$ cat config.mk
export PLATFORM = sky130hd
export DESIGN_NAME = modular_exponentiation_inverse_core
export DESIGN_NICKNAME = d
export VERILOG_FILES = /design/src/sv/mepi_pkg.sv /design/src/sv/mepi_modmul.sv /design/src/sv/mepi_dp.sv /design/src/sv/mepi_ctrl.sv /design/src/sv/modular_exponentiation_inverse_core.sv
export VERILOG_INCLUDE_DIRS = /design/src /design/src/sv
export SDC_FILE = /design/constraint.sdc
export NUM_CORES = 2
export LEC_CHECK = 0
export BUFFER_PORTS_ARGS = -buffer_cell sky130_fd_sc_hd__buf_4
export CAP_MARGIN = 20
export CORE_AREA = 5 5 407 409
export CTS_BUF_LIST = sky130_fd_sc_hd__clkbuf_4
export CTS_CLUSTER_SIZE = 20
export DETAILED_ROUTE_END_ITERATION = 10
export DIE_AREA = 0 0 412 414
export PLACE_DENSITY_LB_ADDON = 0.15
export SLEW_MARGIN = 10
export SYNTH_ARGS = -nofsm -noshare
export SYNTH_HDL_FRONTEND = slang
export SYNTH_SLANG_ARGS = --single-unit
$ cat constraint.sdc
create_clock -name clk -period 9.75 [get_ports clk]
set_clock_uncertainty 0.05 [all_clocks]
set_input_delay 0.975 -clock clk [delete_from_list [all_inputs] [get_ports clk]]
set_output_delay 0.975 -clock clk [all_outputs]
set_load 0.01 [all_outputs]
$ cat src/sv/assert_macros.svh
// Assertion helpers shared by the RTL files.
`ifndef ASSERT_MACROS_SVH
`define ASSERT_MACROS_SVH

`ifndef SYNTHESIS

// Property checked on every rising edge, masked while reset is low.
`define ASSERT_CLK(lbl, clk, rst_n, prop, msg) \
  lbl: assert property (@(posedge clk) disable iff (!rst_n) (prop)) else $error(msg);

// Condition that must never be seen out of reset.
`define ASSERT_NEVER(lbl, clk, rst_n, expr, msg) \
  lbl: assert property (@(posedge clk) disable iff (!rst_n) !(expr)) else $error(msg);

`else

`define ASSERT_CLK(lbl, clk, rst_n, prop, msg)
`define ASSERT_NEVER(lbl, clk, rst_n, expr, msg)

`endif

`endif

$ cat src/sv/mepi_pkg.sv
package mepi_pkg;

  // Exponent register width; only the low EXP_BITS bits of an exponent count.
  localparam int EXP_BITS = 32;
  localparam int RES_W    = 30;

  typedef logic [RES_W-1:0]    res_t;
  typedef logic [EXP_BITS-1:0] exp_t;

  // Prime modulus and Barrett constant floor(2^60 / P).
  localparam res_t        PRIME_MOD  = 30'd1000000007;
  localparam logic [31:0] PRIME_X2   = 32'd2000000014;
  localparam logic [30:0] BARRETT_MU = 31'd1152921496;

  // Exponent used for the Fermat inverse: P - 2.
  localparam exp_t FERMAT_EXP = exp_t'(32'd1000000005);

  // Opcodes.
  localparam logic OP_POWER   = 1'b0;
  localparam logic OP_INVERSE = 1'b1;

  // Commands from the controller to the datapath.
  typedef struct packed {
    logic load;       // latch a new item
    logic issue_mul;  // start acc * sq
    logic issue_sqr;  // start sq * sq
    logic wr_acc;     // take multiplier result into acc
    logic wr_sq;      // take multiplier result into sq
    logic shift;      // drop the exponent LSB
  } dp_cmd_t;

  // Status from the datapath to the controller.
  typedef struct packed {
    logic exp_zero;
    logic exp_one;
    logic exp_lsb;
    logic mm_done;
  } dp_stat_t;

endpackage

$ cat src/sv/mepi_modmul.sv
`include "assert_macros.svh"

// Pipelined modular multiplier, Barrett reduction.
module mepi_modmul import mepi_pkg::*; (
  input  logic clk,
  input  logic rst_n,
  input  logic in_valid,
  input  res_t op_a,
  input  res_t op_b,
  output logic res_valid,
  output res_t res
);

  logic        v1_r, v2_r, v3_r, v4_r;
  logic [59:0] prod_r, prod_nxt;
  logic [61:0] q2_r, q2_nxt;
  logic [31:0] xlo2_r, xlo3_r;
  logic [31:0] qp_r, qp_nxt;
  logic [60:0] qp_full;
  logic [31:0] diff;
  res_t        res_r, res_nxt;

  // Valid pipeline
  always_ff @(posedge clk) begin
    if (!rst_n) begin
      v1_r <= 1'b0;
      v2_r <= 1'b0;
      v3_r <= 1'b0;
      v4_r <= 1'b0;
    end else begin
      v1_r <= in_valid;
      v2_r <= v1_r;
      v3_r <= v2_r;
      v4_r <= v3_r;
    end
  end

  // Stage 1: full product
  assign prod_nxt = op_a * op_b;

  // Stage 2: quotient estimate q1 * mu, q1 = x >> 29
  assign q2_nxt = prod_r[59:29] * BARRETT_MU;

  // Stage 3: q3 * P, low 32 bits suffice since remainder < 3P
  assign qp_full = q2_r[61:31] * PRIME_MOD;
  assign qp_nxt  = qp_full[31:0];

  // Stage 4: remainder and up to two corrections
  assign diff = xlo3_r - qp_r;
  always_comb begin
    if (diff >= PRIME_X2) begin
      res_nxt = 30'(diff - PRIME_X2);
    end else if (diff >= {2'b00, PRIME_MOD}) begin
      res_nxt = 30'(diff - {2'b00, PRIME_MOD});
    end else begin
      res_nxt = diff[RES_W-1:0];
    end
  end

  always_ff @(posedge clk) begin
    prod_r <= prod_nxt;
    q2_r   <= q2_nxt;
    xlo2_r <= prod_r[31:0];
    qp_r   <= qp_nxt;
    xlo3_r <= xlo2_r;
    res_r  <= res_nxt;
  end

  assign res_valid = v4_r;
  assign res       = res_r;

  `ASSERT_CLK(a_mm_latency, clk, rst_n, in_valid |-> ##4 v4_r, "modmul result missing")
  `ASSERT_CLK(a_mm_range, clk, rst_n, v4_r |-> (res_r < PRIME_MOD), "modmul result not reduced")
  `ASSERT_NEVER(a_mm_one_in_flight, clk, rst_n, in_valid && (v1_r || v2_r || v3_r), "modmul issued while busy")

endmodule

$ cat src/sv/mepi_dp.sv
// Datapath: operand registers, base reduction and the shared multiplier.
module mepi_dp import mepi_pkg::*; (
  input  logic        clk,
  input  logic        rst_n,
  input  logic        in_opcode,
  input  res_t        in_base,
  input  logic [31:0] in_exponent,
  input  dp_cmd_t     cmd,
  output dp_stat_t    stat,
  output res_t        result
);

  res_t acc_r, acc_nxt;
  res_t sq_r, sq_nxt;
  exp_t exp_r, exp_nxt;
  res_t base_red;
  logic inv_trivial;
  res_t mm_a;
  logic mm_valid;
  res_t mm_res;

  // Base below 2^30 < 2P: one conditional subtract reduces it
  assign base_red    = (in_base >= PRIME_MOD) ? (in_base - PRIME_MOD) : in_base;
  // Inverse of zero or one answers 1 with no multiplies
  assign inv_trivial = (in_opcode == OP_INVERSE) && (base_red <= res_t'(1));

  // Shared multiplier
  assign mm_a = cmd.issue_sqr ? sq_r : acc_r;

  mepi_modmul u_modmul (
    .clk       (clk),
    .rst_n     (rst_n),
    .in_valid  (cmd.issue_mul | cmd.issue_sqr),
    .op_a      (mm_a),
    .op_b      (sq_r),
    .res_valid (mm_valid),
    .res       (mm_res)
  );

  // Next values of the working registers
  always_comb begin
    acc_nxt = acc_r;
    sq_nxt  = sq_r;
    exp_nxt = exp_r;
    if (cmd.load) begin
      acc_nxt = res_t'(1);
      sq_nxt  = base_red;
      if (inv_trivial) begin
        exp_nxt = '0;
      end else if (in_opcode == OP_INVERSE) begin
        exp_nxt = FERMAT_EXP;
      end else begin
        exp_nxt = exp_t'(in_exponent);
      end
    end else begin
      if (cmd.wr_acc) begin
        acc_nxt = mm_res;
      end
      if (cmd.wr_sq) begin
        sq_nxt = mm_res;
      end
      if (cmd.shift) begin
        exp_nxt = exp_r >> 1;
      end
    end
  end

  always_ff @(posedge clk) begin
    acc_r <= acc_nxt;
    sq_r  <= sq_nxt;
    exp_r <= exp_nxt;
  end

  assign stat.exp_zero = (exp_r == '0);
  assign stat.exp_one  = (exp_r == exp_t'(1));
  assign stat.exp_lsb  = exp_r[0];
  assign stat.mm_done  = mm_valid;
  assign result        = acc_r;

endmodule

$ cat src/sv/mepi_ctrl.sv
`include "assert_macros.svh"

// Controller: walks the exponent LSB first, sequencing the shared multiplier.
module mepi_ctrl import mepi_pkg::*; (
  input  logic     clk,
  input  logic     rst_n,
  input  logic     start,
  input  dp_stat_t stat,
  output dp_cmd_t  cmd,
  output logic     busy,
  output logic     out_valid
);

  typedef enum logic [5:0] {
    S_IDLE     = 6'b000001,
    S_CHECK    = 6'b000010,
    S_MUL_WAIT = 6'b000100,
    S_SHIFT    = 6'b001000,
    S_SQR_WAIT = 6'b010000,
    S_DONE     = 6'b100000
  } state_t;

  state_t state_r, state_nxt;

  // Next state and commands
  always_comb begin
    state_nxt = state_r;
    cmd       = '0;
    case (state_r)
      S_IDLE: begin
        if (start) begin
          cmd.load  = 1'b1;
          state_nxt = S_CHECK;
        end
      end
      S_CHECK: begin
        if (stat.exp_zero) begin
          state_nxt = S_DONE;
        end else if (stat.exp_lsb) begin
          cmd.issue_mul = 1'b1;
          state_nxt     = S_MUL_WAIT;
        end else begin
          state_nxt = S_SHIFT;
        end
      end
      S_MUL_WAIT: begin
        if (stat.mm_done) begin
          cmd.wr_acc = 1'b1;
          state_nxt  = S_SHIFT;
        end
      end
      S_SHIFT: begin
        // last set bit consumed: the square would go unused
        cmd.shift = 1'b1;
        if (stat.exp_one) begin
          state_nxt = S_DONE;
        end else begin
          cmd.issue_sqr = 1'b1;
          state_nxt     = S_SQR_WAIT;
        end
      end
      S_SQR_WAIT: begin
        if (stat.mm_done) begin
          cmd.wr_sq = 1'b1;
          state_nxt = S_CHECK;
        end
      end
      S_DONE: begin
        state_nxt = S_IDLE;
      end
      default: begin
        state_nxt = S_IDLE;
      end
    endcase
  end

  always_ff @(posedge clk) begin
    if (!rst_n) begin
      state_r <= S_IDLE;
    end else begin
      state_r <= state_nxt;
    end
  end

  assign busy      = (state_r != S_IDLE);
  assign out_valid = (state_r == S_DONE);

  `ASSERT_CLK(a_done_only_waiting, clk, rst_n,
    stat.mm_done |-> (state_r == S_MUL_WAIT || state_r == S_SQR_WAIT),
    "multiplier result arrived outside a wait state")
  `ASSERT_CLK(a_start_takes, clk, rst_n, (start && !busy) |=> busy, "start not taken")
  `ASSERT_NEVER(a_issue_overlap, clk, rst_n, cmd.issue_mul && cmd.issue_sqr,
    "two multiplies issued at once")

endmodule

$ cat src/sv/modular_exponentiation_inverse_core.sv
// Channel   Ports                                   Transfer
// input     in_opcode, in_base, in_exponent         start high and busy low
// result    out_result                              out_valid high, one cycle
//
// One item at a time, exponent walked LSB first on one shared multiplier
// (four-stage Barrett pipeline, one operation in flight). No square is issued
// after the highest set bit, and a zero exponent or an inverse of 0/1 issues
// no multiplies. Synchronous active-low reset returns to idle. The result is
// driven for one cycle and cannot be stalled.
module modular_exponentiation_inverse_core import mepi_pkg::*; (
  input  logic        clk,
  input  logic        rst_n,
  input  logic        start,
  output logic        busy,
  input  logic        in_opcode,
  input  logic [29:0] in_base,
  input  logic [31:0] in_exponent,
  output logic        out_valid,
  output logic [29:0] out_result
);

  dp_cmd_t  cmd;
  dp_stat_t stat;

  mepi_ctrl u_ctrl (
    .clk       (clk),
    .rst_n     (rst_n),
    .start     (start),
    .stat      (stat),
    .cmd       (cmd),
    .busy      (busy),
    .out_valid (out_valid)
  );

  mepi_dp u_dp (
    .clk         (clk),
    .rst_n       (rst_n),
    .in_opcode   (in_opcode),
    .in_base     (in_base),
    .in_exponent (in_exponent),
    .cmd         (cmd),
    .stat        (stat),
    .result      (out_result)
  );

endmodule

==> After elaboration in Yosys (flattened, before gate mapping) <==
Cells that the tools add are included.
{ "word_totals": {"wordCells": 70, "ff_bits": 347, "output_inout_bits": 32, "inputBits": 66} }
{ "classes": {"n_lt_le_gt_ge": 4, "n_mux": 28, "multipliers": 3, "bitwise": 1, "n_reduce_logical": 5, "addsub": 4, "n_eq_ne": 11} }
{ "ops": {"columns": ["operator", "count"], "rows": [
  ["30-bit two-way mux", 6],
  ["32-bit two-way mux", 4],
  ["30-bit subtractor (second input constant)", 3],
  ["30-bit by 30-bit multiplier with 60-bit output", 1],
  ["31-bit by 28-bit multiplier with 59-bit output (second input constant)", 1],
  ["32-bit by 1-bit == test with 1-bit output (second input constant)", 1],
  ["32-bit by 30-bit greater-or-equal comparator with 1-bit output (second input constant)", 1],
  ["32-bit by 31-bit greater-or-equal comparator with 1-bit output (second input constant)", 1],
  ["32-bit logical NOT", 1],
  ["31-bit by 30-bit multiplier with 32-bit output (second input constant)", 1],
  ["32-bit subtractor", 1],
  ["30-bit greater-or-equal comparator (second input constant)", 1],
  ["30-bit by 1-bit less-or-equal comparator with 1-bit output (second input constant)", 1],
  ["6-bit two-way mux", 5],
  ["6-bit one-hot mux with 5 select lines", 1],
  ["1-bit two-way mux", 11],
  ["6-bit by 1-bit == test with 1-bit output (second input constant)", 1],
  ["6-bit by 2-bit == test with 1-bit output (second input constant)", 1],
  ["6-bit by 3-bit == test with 1-bit output (second input constant)", 1],
  ["6-bit by 4-bit == test with 1-bit output (second input constant)", 1],
  ["6-bit by 5-bit == test with 1-bit output (second input constant)", 1],
  ["6-bit == test (second input constant)", 1],
  ["6-bit by 1-bit inequality test with 1-bit output (second input constant)", 1],
  ["4-bit two-way mux", 1],
  ["6 further kinds", 8]
]} }

==> Depth between registers and ports, before layout <==
{ "depth": {"word_depth": 6, "depth_mapped": 40, "depth_no_buf": 37} }

==> Modules after synthesis <==
From an unflattened synthesis, not the netlist that was laid out.
{ "unflattened": {"cells_unflattened": 6496, "area_unflattened_um2": 62578.8} }
{ "modules_own_cells": {"columns": ["mod", "cells_per_inst", "n_inst", "area_per_inst_um2"], "rows": [
  ["mepi_modmul", 5883, 1, 56860.8],
  ["mepi_dp", 569, 1, 5358.9],
  ["mepi_ctrl", 44, 1, 359.1]
]} }

==> Worst setup path before layout <==
Ideal clock, no wire load.
{ "synth_timing": {"path_type": "reg-to-reg", "start": "register u_dp.exp_r[30]", "end": "register u_dp.u_modmul.prod_r[57]", "stages_incl_launch_ff": 37, "required_ns": 9.577, "setup_time_ns": 0.123, "arrival_ns": 8.788, "path_slack_ns": 0.789, "path_cell_list": "edfxtp_1 > nor4_1 > nand4_1 > nor2_1 > a21o_1 > clkbuf_1 > nand2_1 > nand2_1 > clkbuf_1 > clkbuf_1 > nand2_1 > fa_1 > inv_1 > fa_1 > inv_1 > fa_1 > inv_1 > fa_1 > fa_1 > inv_1 > fa_1 > fa_1 > fa_1 > inv_1 > ha_1 > a21o_1 > a21o_1 > a21oi_1 > a21bo_2 > o211ai_1 > a211oi_1 > o2111a_1 > o211a_1 > a211o_1 > a211oi_1 > o21bai_1 > xor2_1"} }
{ "synth_via": {"elab_chain_len": 5} }
{ "synth_lines": {"columns": ["element", "line_no", "rtl"], "rows": [
  ["from (decl)", "mepi_dp.sv:15", "exp_t exp_r, exp_nxt;"],
  ["from (signal assigned)", "mepi_dp.sv:71", "exp_r <= exp_nxt;"],
  ["32-bit by 1-bit == test with 1-bit output", "mepi_dp.sv:75", "assign stat.exp_one = (exp_r == exp_t'(1));"],
  ["1-bit two-way mux", "mepi_ctrl.sv:55", "if (stat.exp_one) begin"],
  ["1-bit two-way mux", "mepi_ctrl.sv:29", "case (state_r)"],
  ["30-bit two-way mux", "mepi_dp.sv:28", "assign mm_a = cmd.issue_sqr ? sq_r : acc_r;"],
  ["30-bit by 30-bit multiplier with 60-bit output", "mepi_modmul.sv:39", "assign prod_nxt = op_a * op_b;"],
  ["named net u_dp.u_modmul.prod_nxt[57]", "mepi_modmul.sv:15", "logic [59:0] prod_r, prod_nxt;"],
  ["to (signal assigned)", "mepi_modmul.sv:61", "prod_r <= prod_nxt;"],
  ["to (decl)", "mepi_modmul.sv:15", null]
]} }
The timed path passes the listed nets, and every way through them passes these cells.
A chain may end at the register's enable or synchronous reset.

==> Worst setup path after layout <==
{ "layout_timing": {"start": "register u_dp.exp_r[20]", "end": "register u_dp.u_modmul.prod_r[57]"} }
Same word-level chain as after synthesis.

==> summary.md <==
| Metric | Value |
|---|---|
| Status | finished clean |
| Routability Congestion | 0.9086 |
| Crit Path Class | reg -> reg |
| Period minus WS final | 9.435 ns |
| CP endpoint kind | flop |
| Syn_nets | ~8,700 |
| Fin nets | between 8,000 and 9,000 |
| Initial Util | 0.3872 |
| CP max FO | 8 |
| DP HPWL | between 150,000 and 200,000 µm |
| Worst Hold Launch | u_dp.u_modmul.xlo2_r[15] |
| Number of max-cap violations | 0 |
| Crit path DAT | around 10 ns |
| Slowest cell on the critical path | fa_1 |
| Total gr overflow | 0 |
| Final ANT Viol Nets | 0 |
| Area leader, netlist | fa_1 |
| Post-synthesis cell count | between 6,000 and 7,000 |
| Vias per inst | a little under 5 |
| Placeable Area | between 0.15 and 0.2 mm² |
| Commonest cells post-synth | 1,509 x inv_1, 1,224 x fa_1, 797 x ha_1 |
| Register area share after synthesis | 0.1119 |
| Count of cell types in the netlist | approximately 90 |
| Storage element area | 0.007007 mm² |
| First-pass GRT wire length | 288,200 µm |
| Row count | between 100 and 150 |
| Synth top area share | 0.3914 |
| Worst flop-to-flop path endpoint | u_dp.u_modmul.prod_r[57] |
| Mapped Area | approximately 0.063 mm² |
| Count leader, synth | inv_1 |
| Power per cell area | between 100 and 150 mW/mm² |
| Peak supply drop | roughly 210 µV |
| Setup WS pre-CTS | between 0.04 and 0.05 ns |
| H-tree lvl count | 3 |
| Clock net sink count | 319 |
| Die height | 414 µm |
| Vias | ~45,000 |
| Area grow syn2layout | 9.416% |
| Final wirelength | 183,300 µm |
| Synthesized area per cell | around 9.4 µm² |
| CTS buffer count | 88 |
| Largest net degree at the start of global routing | between 80 and 90 |
| Hold Fails Final Rpt | 0 |
| DRC errors left | 0 |
| Leakage power | roughly 36 nW |
| Reg-to-Reg Start | u_dp.exp_r[20] |
| Clock tree buffer depth | 3 |
| Vias in the first global route | between 40,000 and 50,000 |
| Clock-pin slew of the registers on the worst-case setup and hold paths | 0.08 ns |
| GR Util All Layers | 0.2184 |
| Final Setup Violations | 0 |
| Slew HR | 0.3073 |
| WP data required | 10.42 ns |
| DRT Pass-1 Iters | 7 |
| CP most frequent cell | fa_1 |
| Min-Delay Path Depth | 0 |
| Ys Warns | 0 |
| Max stage delay on crit path | between 0.5 and 0.6 ns |
| Root Driver | clkbuf_4 |
| WHS Endpoint | u_dp.u_modmul.xlo3_r[15] |
| Seq cells post-synth | ~320 |
| Final WS setup | 0.3148 ns |
| CTS tree | done |
| CP startpoint kind | flop |
| Initial antenna violation count | 10 |
| # fillers | 16,080 |
| R2r worst-path depth | 40 |
| R2r setup slk | roughly 0.31 ns |
| Final core occ | 0.4237 |
| First DRT Iteration DRCs | roughly 2,100 |
| Cells taking the most area after synthesis | fa_1 39%, ha_1 16%, inv_1 9.0% |
| Layout cell share with drive strength beyond 1 | 0.08070 |
| HP Class | reg -> reg |
| Post-synth EDFFs | 62 |
| Buffers added on ports | between 90 and 100 |
| Least-Margin Pin Slew | 1.039 ns |
| Period utilization | 0.9677 |
| Die X | roughly 400 µm |
| Die footprint | 0.1706 mm² |
| Drt wl/cell | slightly above 20 µm |
| Max-slew violations | 0 |
| Peak Freq | ~110 MHz |
| Post-synth ARST share | 0 |
| Main flop type after synthesis | dfxtp_1 |
| Multi-input logic area | between 0.04 and 0.05 mm² |
| # IOs | between 90 and 100 |
| Worst skew pair latency | between 0.8 and 0.9 ns |
worst max-delay path, delay by kind of cell, from the launching register on:
| kind | cells | cell delay, ns |
|---|---|---|
| simple gates | 6 | 1.08 |
| flops | 1 | 0.41 |
| xor+xnor | 1 | 0.14 |
| fa+ha+maj | 9 | 4.23 |
| buf+inv | 11 | 1.10 |
| compound gates | 13 | 2.31 |
power by group:
group          total (W)  internal, W  switching (W)
Combinational    0.00510      0.00190        0.00319
Clock            0.00125     0.000626       0.000624
Sequential       0.00193      0.00169       0.000244
Total            0.00828      0.00422        0.00406
area by class of cell:
cell class / count / area share
Multi-Input combinational cell: 4554 / 0.7179
Sequential cell: 319 / 0.1023
Inverter: 1509 / 0.08270
Timing Repair Buffer: 327 / 0.04074
Tap cell: 2175 / 0.03973
Clock buffer: 125 / 0.01370
Clock inverter: 31 / 0.002758
Antenna cell: 6 / 0.0002192
per-stage QoR:
| step | cells | hold WS [ns] | instance area, µm² | setup TNS, ns | total power (W) |
|---|---|---|---|---|---|
| final | 9046 | 0.2606 | 68490 | 0 | 0.008282 |
| after global routing | 9041 | 0.2494 | 68480 | -0.1166 | 0.009016 |
| after CTS | 9022 | 0.2199 | 68040 | 0 | 0.008348 |
| after detailed placement | 8866 | 0.2621 | 66900 | 0 | 0.007010 |
| after global placement | 8866 | 0.2601 | 66900 | 0 | 0.007023 |
| after floorplan | 6645 | 0.2596 | 62600 | 0 | 0.005413 |
worst max path at each step:
stage                              start                  endpoint  slack [ns]  depth (start not counted)
after floorplan           u_dp.exp_r[30]  u_dp.u_modmul.prod_r[57]        0.79                         36
after global placement    u_dp.exp_r[23]  u_dp.u_modmul.prod_r[59]        0.02                         36
after detailed placement  u_dp.exp_r[23]  u_dp.u_modmul.prod_r[59]        0.04                         36
after CTS                 u_dp.exp_r[30]  u_dp.u_modmul.prod_r[57]        0.03                         40
after global routing      u_dp.exp_r[16]  u_dp.u_modmul.prod_r[57]       -0.05                         39
final                     u_dp.exp_r[20]  u_dp.u_modmul.prod_r[57]        0.31                         40
cell families after synthesis:
| logic type | share of synthesized area |
|---|---|
| mux | 0.001499 |
| xor+xnor | 0.03106 |
| buf+inv | 0.1066 |
| fa+ha+maj | 0.5507 |
| compound gates | 0.06892 |
| flops | 0.1119 |
| simple gates | 0.1293 |
layer usage:
metal | vias to the layer above | global-route usage | part of all wire
met4 | 4 | 0.05748 | 0.029
li1 | 20680 | - | -
met3 | 202 | 0.02490 | 0.040
met1 | 22980 | 0.2926 | 0.44
met5 | - | 0 | 0.00015
met2 | 859 | 0.3761 | 0.49
layout by cell type, fill, tap and decap left out, types with 24 or more instances in the layout:
master | synthesis | final
edfxtp_1 | 62 | 62
clkbuf_4 | 0 | 125
dfxtp_1 | 257 | 257
nor3_1 | 42 | 41
xor2_1 | 60 | 60
xnor2_1 | 162 | 162
a21oi_1 | 192 | 185
inv_1 | 1509 | 1509
and2_1 | 513 | 512
nand3_1 | 41 | 41
fa_1 | 1224 | 1221
a21o_1 | 74 | 73
nand2b_1 | 24 | 24
ha_1 | 797 | 795
nand2_1 | 729 | 712
and3_1 | 25 | 25
nor2_1 | 157 | 155
buf_4 | 0 | 294
o21a_1 | 44 | 44
o21ai_0 | 121 | 117
sequential cells by signal (all words and copies together), names as in the netlist:
register and count:
u_dp.u_modmul.res_valid 1, u_dp.u_modmul.q2_r 31, u_dp.result 30, u_dp.u_modmul.v1_r 1, u_dp.sq_r 30, u_dp.u_modmul.xlo2_r 32
u_dp.u_modmul.xlo3_r 32, u_dp.u_modmul.res 30, u_dp.u_modmul.prod_r 60, u_ctrl.state_r 6, u_dp.exp_r 32, u_dp.u_modmul.qp_r 32
u_dp.u_modmul.v3_r 1, u_dp.u_modmul.v2_r 1
timing repair:
| item | in CTS | in global routing |
|---|---|---|
| setup buffers | 0 | 15 |
| gates resized for setup | 1 | 62 |
| cloned | 0 | 3 |
| hold buffers | 0 | 0 |
| endpoints found under the setup margin | 1 | 22 |
| pin swaps | 0 | 28 |
No activity file was read; power rests on OpenSTA's default activity.
